<file path="config.mk">
export PLATFORM = sky130hd
export DESIGN_NAME = mepl_ram
export DESIGN_NICKNAME = d
export VERILOG_FILES = /design/src/design/match_entry_pool_list_manager_macros.svh /design/src/design/mepl_ram.sv
export SDC_FILE = /design/constraint.sdc
export NUM_CORES = 2
export LEC_CHECK = 0
export BUFFER_PORTS_ARGS = -buffer_cell sky130_fd_sc_hd__buf_2
export CORE_MARGIN = 5
export CORE_UTILIZATION = 41
export CTS_CLUSTER_DIAMETER = 150
export DETAILED_ROUTE_END_ITERATION = 8
export HOLD_SLACK_MARGIN = 0.15
export PLACE_DENSITY = 0.61
export SYNTH_ARGS = -nofsm -noshare
export SYNTH_HDL_FRONTEND = slang
export SYNTH_SLANG_ARGS = --single-unit
</file>
<file path="constraint.sdc">
create_clock -name clock -period 7.28 [get_ports clock]
set_input_delay 1.456 -clock clock [delete_from_list [all_inputs] [get_ports clock]]
set_output_delay 1.456 -clock clock [all_outputs]
set_load 0.1 [all_outputs]
</file>
<file path="src/design/match_entry_pool_list_manager_macros.svh">
// Assertion macros for the block's RTL, included by match_entry_pool_list_manager.sv.
`ifndef MATCH_ENTRY_POOL_LIST_MANAGER_MACROS_SVH
`define MATCH_ENTRY_POOL_LIST_MANAGER_MACROS_SVH

`ifndef SYNTH
// Same-cycle implication.
`define MEPL_ASSERT_IMP(name, clk, rst, ante, cons) \
   name: assert property (@(posedge clk) disable iff (rst) (ante) |-> (cons)) \
      else $error("mepl: implication check failed");
// Next-cycle implication.
`define MEPL_ASSERT_NEXT(name, clk, rst, ante, cons) \
   name: assert property (@(posedge clk) disable iff (rst) (ante) |=> (cons)) \
      else $error("mepl: next-cycle check failed");
`else
`define MEPL_ASSERT_IMP(name, clk, rst, ante, cons)
`define MEPL_ASSERT_NEXT(name, clk, rst, ante, cons)
`endif

`endif

</file>
<file path="src/design/mepl_ram.sv">
module mepl_ram
   #(parameter int WIDTH = 8,
     parameter int DEPTH = 256)
   (input  logic                     clock,
    input  logic                     we,
    input  logic [$clog2(DEPTH)-1:0] waddr,
    input  logic [WIDTH-1:0]         wdata,
    input  logic [$clog2(DEPTH)-1:0] raddr,
    output logic [WIDTH-1:0]         rdata);

   logic [WIDTH-1:0] mem [DEPTH];
   logic [WIDTH-1:0] rdata_ff;

   always_ff @(posedge clock) begin
      if (we) begin
         mem[waddr] <= wdata;
      end
      rdata_ff <= mem[raddr];
   end

   assign rdata = rdata_ff;

endmodule
</file>
Word level (Yosys, flattened, before mapping)
Memory sizes are Yosys's and may differ from the RTL's. A register that Yosys moved wholly into a read port is not among the register bits.
Index checks and enable logic that the tools add are counted.
Operators by class
  mux-type cells: 2
Operators by type and width (number)
  two-way mux 1 bit: 2
Storage, ports and cells
  bits in registers: 0
  bits in writable memories: 2048
  bits of input ports: 26
  output and inout port bits: 8
  word-level logic and storage cells: 3
  memories: 1
Memory list
  mem: depth 256, width 8, rd ports 1, clocked after memory_dff 1, write ports 1, RTL line mepl_ram.sv:11  | logic [WIDTH-1:0] mem [DEPTH];

Longest topological paths before layout
  word-level depth: 2
  mapped depth: 11
  gate-level depth less buffers: 6

Worst setup path after synthesis
Ideal clock, no wire load.
  path type: input-to-reg
  from: input raddr[0]
  to: register rdata_ff[2] (netlist: rdata[2]), read port of mem
  setup time: 0.131 ns
  data arrival time: 3.263 ns
  data required time: 7.149 ns
  path slack: 3.886 ns
  cell stages on the path: 9
  buffers on the path: 4
  cells stage by stage: buf_6 -> buf_12 -> buf_8 -> buf_2 -> mux4_2 -> a22oi_1 -> a21oi_1 -> nor4_1 -> nor4_2
RTL lines
  start, declared: RTL line mepl_ram.sv:8  | input logic [$clog2(DEPTH)-1:0] raddr,
  end, declared: RTL line mepl_ram.sv:12  | logic [WIDTH-1:0] rdata_ff;

==> results.tsv <==
stage	metric	value	unit
setup_path	Critical Path Sink	rdata[5]	
pwr	Leak	27.0	nW
final_layout	fillcell total	15681	
global_routing	largest net degree at the start of global routing	175	
timing	FMAX	218	MHz
global_routing	global-route wire length before repair	288000	µm
floorplan	Die Span Y	451	µm
yosys	Async SR Flop Fraction	0	%
yosys	sequential-to-total area share from yosys stat	77.5	%
final_layout	share of cells above drive strength 1	22.0	%
placement	Placed Area	82500	µm²
timing	Setup Skew	43.0	ps
floorplan	starting density of the core	41.3	%
timing	Worst Tran Pin Value	1270	ps
drt	DR vias	38448	
final_layout	commonest non-fill, non-tap cells in the layout	edfxtp_1 (2048), mux4_2 (454), nor2_1 (279)	
floorplan	Row Count	161	
setup_path	CP arrival	5240	ps
setup_path	critical path class	input port to flip-flop	
yosys	Syn Nets	3759	
global_routing	initial antenna violation count	17	
timing	count of final max-slew check failures	0	
yosys	Gate Count Post-Synth	3733	
clock_tree	root buf cell	clkbuf_16	
status	status	complete, no violations	
clock_tree	CTS Sinks	2056	
placement	placed cell count	6141	
yosys	post-synthesis adder-cell area fraction	0	%
yosys	post-synthesis xor/xnor area fraction	0	%
min_path	Hold Path Stages	6	
global_routing	met1 Resource Use GR	27.7	%
timing	Final Hold Viols	0	
placement	count of buffers from port buffering	33	
setup_path	Crit path largest cell delay	840	ps
timing	setup ws final	2700	ps
timing	final setup fails	0	
drt	final wirelength	200000	µm
drt	Via density	5.90	
placement	Final Wtd Congestion	0.818	
floorplan	io pins	34	
timing	total negative setup slack	0	ps
drt	First-pass DRT Iterations	5	
yosys	FF+latch count, synth	2056	
yosys	post-synthesis simple-gate area fraction	2.63	%
drt	1st-iter DRT viols	4705	
clock_tree	hold buffers post-CTS	0	
setup_path	worst reg2reg path endpoint	rdata[3]	
clock_tree	clk slew on worst S/H paths	60	ps
yosys	mux contribution to synthesized area	14.6	%
yosys	Yosys Warn Count	0	
yosys	Synth Area in Compound Gates	3.42	%
job	# Max-Cap Violations	0	
min_path	HP Class	flip-flop to flip-flop	
yosys	Distinct cells, synth	55	
global_routing	grt met2 use	30.8	%
drt	WL per Instance	30.7	µm
floorplan	CORE AREA	193000	µm²
setup_path	Crit path required time	7940	ps
setup_path	worst r2r path cells	6	
pwr	Worst VDD drop	0.000224	V
final_layout	Nets	3847	
setup_path	R2R setup slack	4310	ps
clock_tree	worst-case clock buffer depth	3	
setup_path	crit path max-delay cell type	nor3_1	
pwr	pwr dens	274	nW/µm²
global_routing	vias in the first global route	38690	
global_routing	total congestion overflow	0	
placement	Place WS	1780	ps
setup_path	critical path peak fanout	58	
timing	RSZ-0062 raised after global routing	no	
drt	DRC	0	
clock_tree	Setup Fix Bufs, Post-CTS	0	
setup_path	CP Cell Sequence	buf_8 > buf_4 > mux4_2 > a22o_1 > a221oi_1 > o32ai_1 > nor3_1 > nor4_1	
setup_path	worst setup path start	raddr[0]	
yosys	Post-synth EDFFs	2048	
final_layout	final instance area	88900	µm²
timing	Slew headroom	15.4	%
setup_path	reg2reg start	mem[211][3]	
clock_tree	CTS tree	done	
yosys	largest family of logic cells by synthesized area	multiplexers	
timing	Period minus WS final	4580	ps
clock_tree	total CTS buffers	204	
global_routing	total global-route track usage	19.5	%
timing	Final Cycle Share	62.9	%
setup_path	CP Launch Type	input port	
global_routing	GR Util met3	3.76	%
clock_tree	Clk Latency, worst-skew pair	840	ps
floorplan	Die W	451	µm
drt	antenna-violating nets left	0	
global_routing	Most Crowded Layer GR	met2	
final_layout	fin cells	6519	
final_layout	commonest non-fill, non-tap cell in the layout	edfxtp_1	
clock_tree	CTS H-Tree Depth	4	
placement	Post-DP HPWL	118000	µm
floorplan	die area	203000	µm²
yosys	Syn Area/Cell	21.3	µm²
yosys	Synth Cell Area	79600	µm²
final_layout	area grow syn2layout	11.7	%
yosys	prevailing post-synth register cell	edfxtp_1	
setup_path	critical path capture point type	flip-flop	
clock_tree	post-CTS resize count	0	
## report_power, final
group	total, W	switching (W)	leakage [nW]	internal (W)
logic	0.00122	0.000834	5.43	0.000385
clock network	0.0101	0.00440	3.11	0.00569
registers	0.0131	0.0000249	18.5	0.0131
## registers in the layout, indices dropped and copies added, names as in the netlist
name,flops
rdata,8
mem,2048
## worst min-delay path by stage
stage,start,to,slack (ps)
final,mem[32][5],rdata[5],930
after detailed placement,mem[32][5],rdata[5],900
after global routing,mem[32][5],rdata[5],1000
after CTS,mem[32][5],rdata[5],920
after global placement,mem[32][5],rdata[5],950
after floorplan,mem[40][3],rdata[3],770
## worst max-delay path, delay by kind of cell
| kind | cells | cell delay, ps |
|---|---|---|
| compound gates | 3 | 880 |
| buf+inv | 2 | 1120 |
| mux | 1 | 600 |
| simple gates | 2 | 1000 |
## per-stage QoR
step           hold WS [ps]  util [%]  total power [W]
3_3_place_gp            952      42.8           0.0145
4_1_cts                 921      46.1           0.0246
5_1_grt                 995      46.1           0.0252
2_1_floorplan           770         -           0.0140
3_5_place_dp            902      42.8           0.0146
6_report                926      46.1           0.0244
## cells in the mapped netlist (all sizes together), types with 2 or more instances
cell type	n	area share, %
a311oi	2	0.022
o22ai	28	0.22
a221oi	14	0.16
buf	122	1.3
o211ai	10	0.094
and2	6	0.047
a22oi	133	1.3
o22a	5	0.055
nor2b	31	0.24
a31oi	2	0.016
edfxtp	2048	77
a211oi	16	0.15
o221ai	47	0.53
nand2b	8	0.063
nand4	10	0.079
nand3	34	0.21
and3b	2	0.022
a22o	8	0.088
or2	4	0.031
nor4	27	0.24
a2111oi	5	0.066
clkbuf	111	0.52
mux4	456	13
nor3	22	0.14
nand3b	2	0.019
o32ai	5	0.064
nand2	33	0.16
nor2	282	1.3
dfxtp	8	0.20
o21ai	12	0.075
mux2i	134	1.7
a21oi	96	0.60
## cell families after synthesis
kind of cell,count (synthesis)
muxes,591
and+or+nand+nor,466
AOI/OAI and AO/OA,385
buffers and inverters,235
DFF,2056
## final cells by class
cell class / instances / area [µm²] / share of cell area [%]
tap: 2526 / 3160 / 3.56
clock inverter: 117 / 982 / 1.11
clock buffer: 254 / 5420 / 6.10
antenna: 7 / 17.5 / 0.0197
timing repair buffer: 115 / 1090 / 1.22
multi-input combinational: 1442 / 16500 / 18.6
inverter: 2 / 7.51 / 0.00845
sequential: 2056 / 61700 / 69.4
## per-layer routing
metal | wire length [µm] | vias to the layer above
met3 | 16000 | 326
met2 | 95700 | 1682
li1 | - | 15884
met5 | 13 | -
met1 | 81600 | 20554
met4 | 6510 | 2
Power figures use the tool's default switching activity.
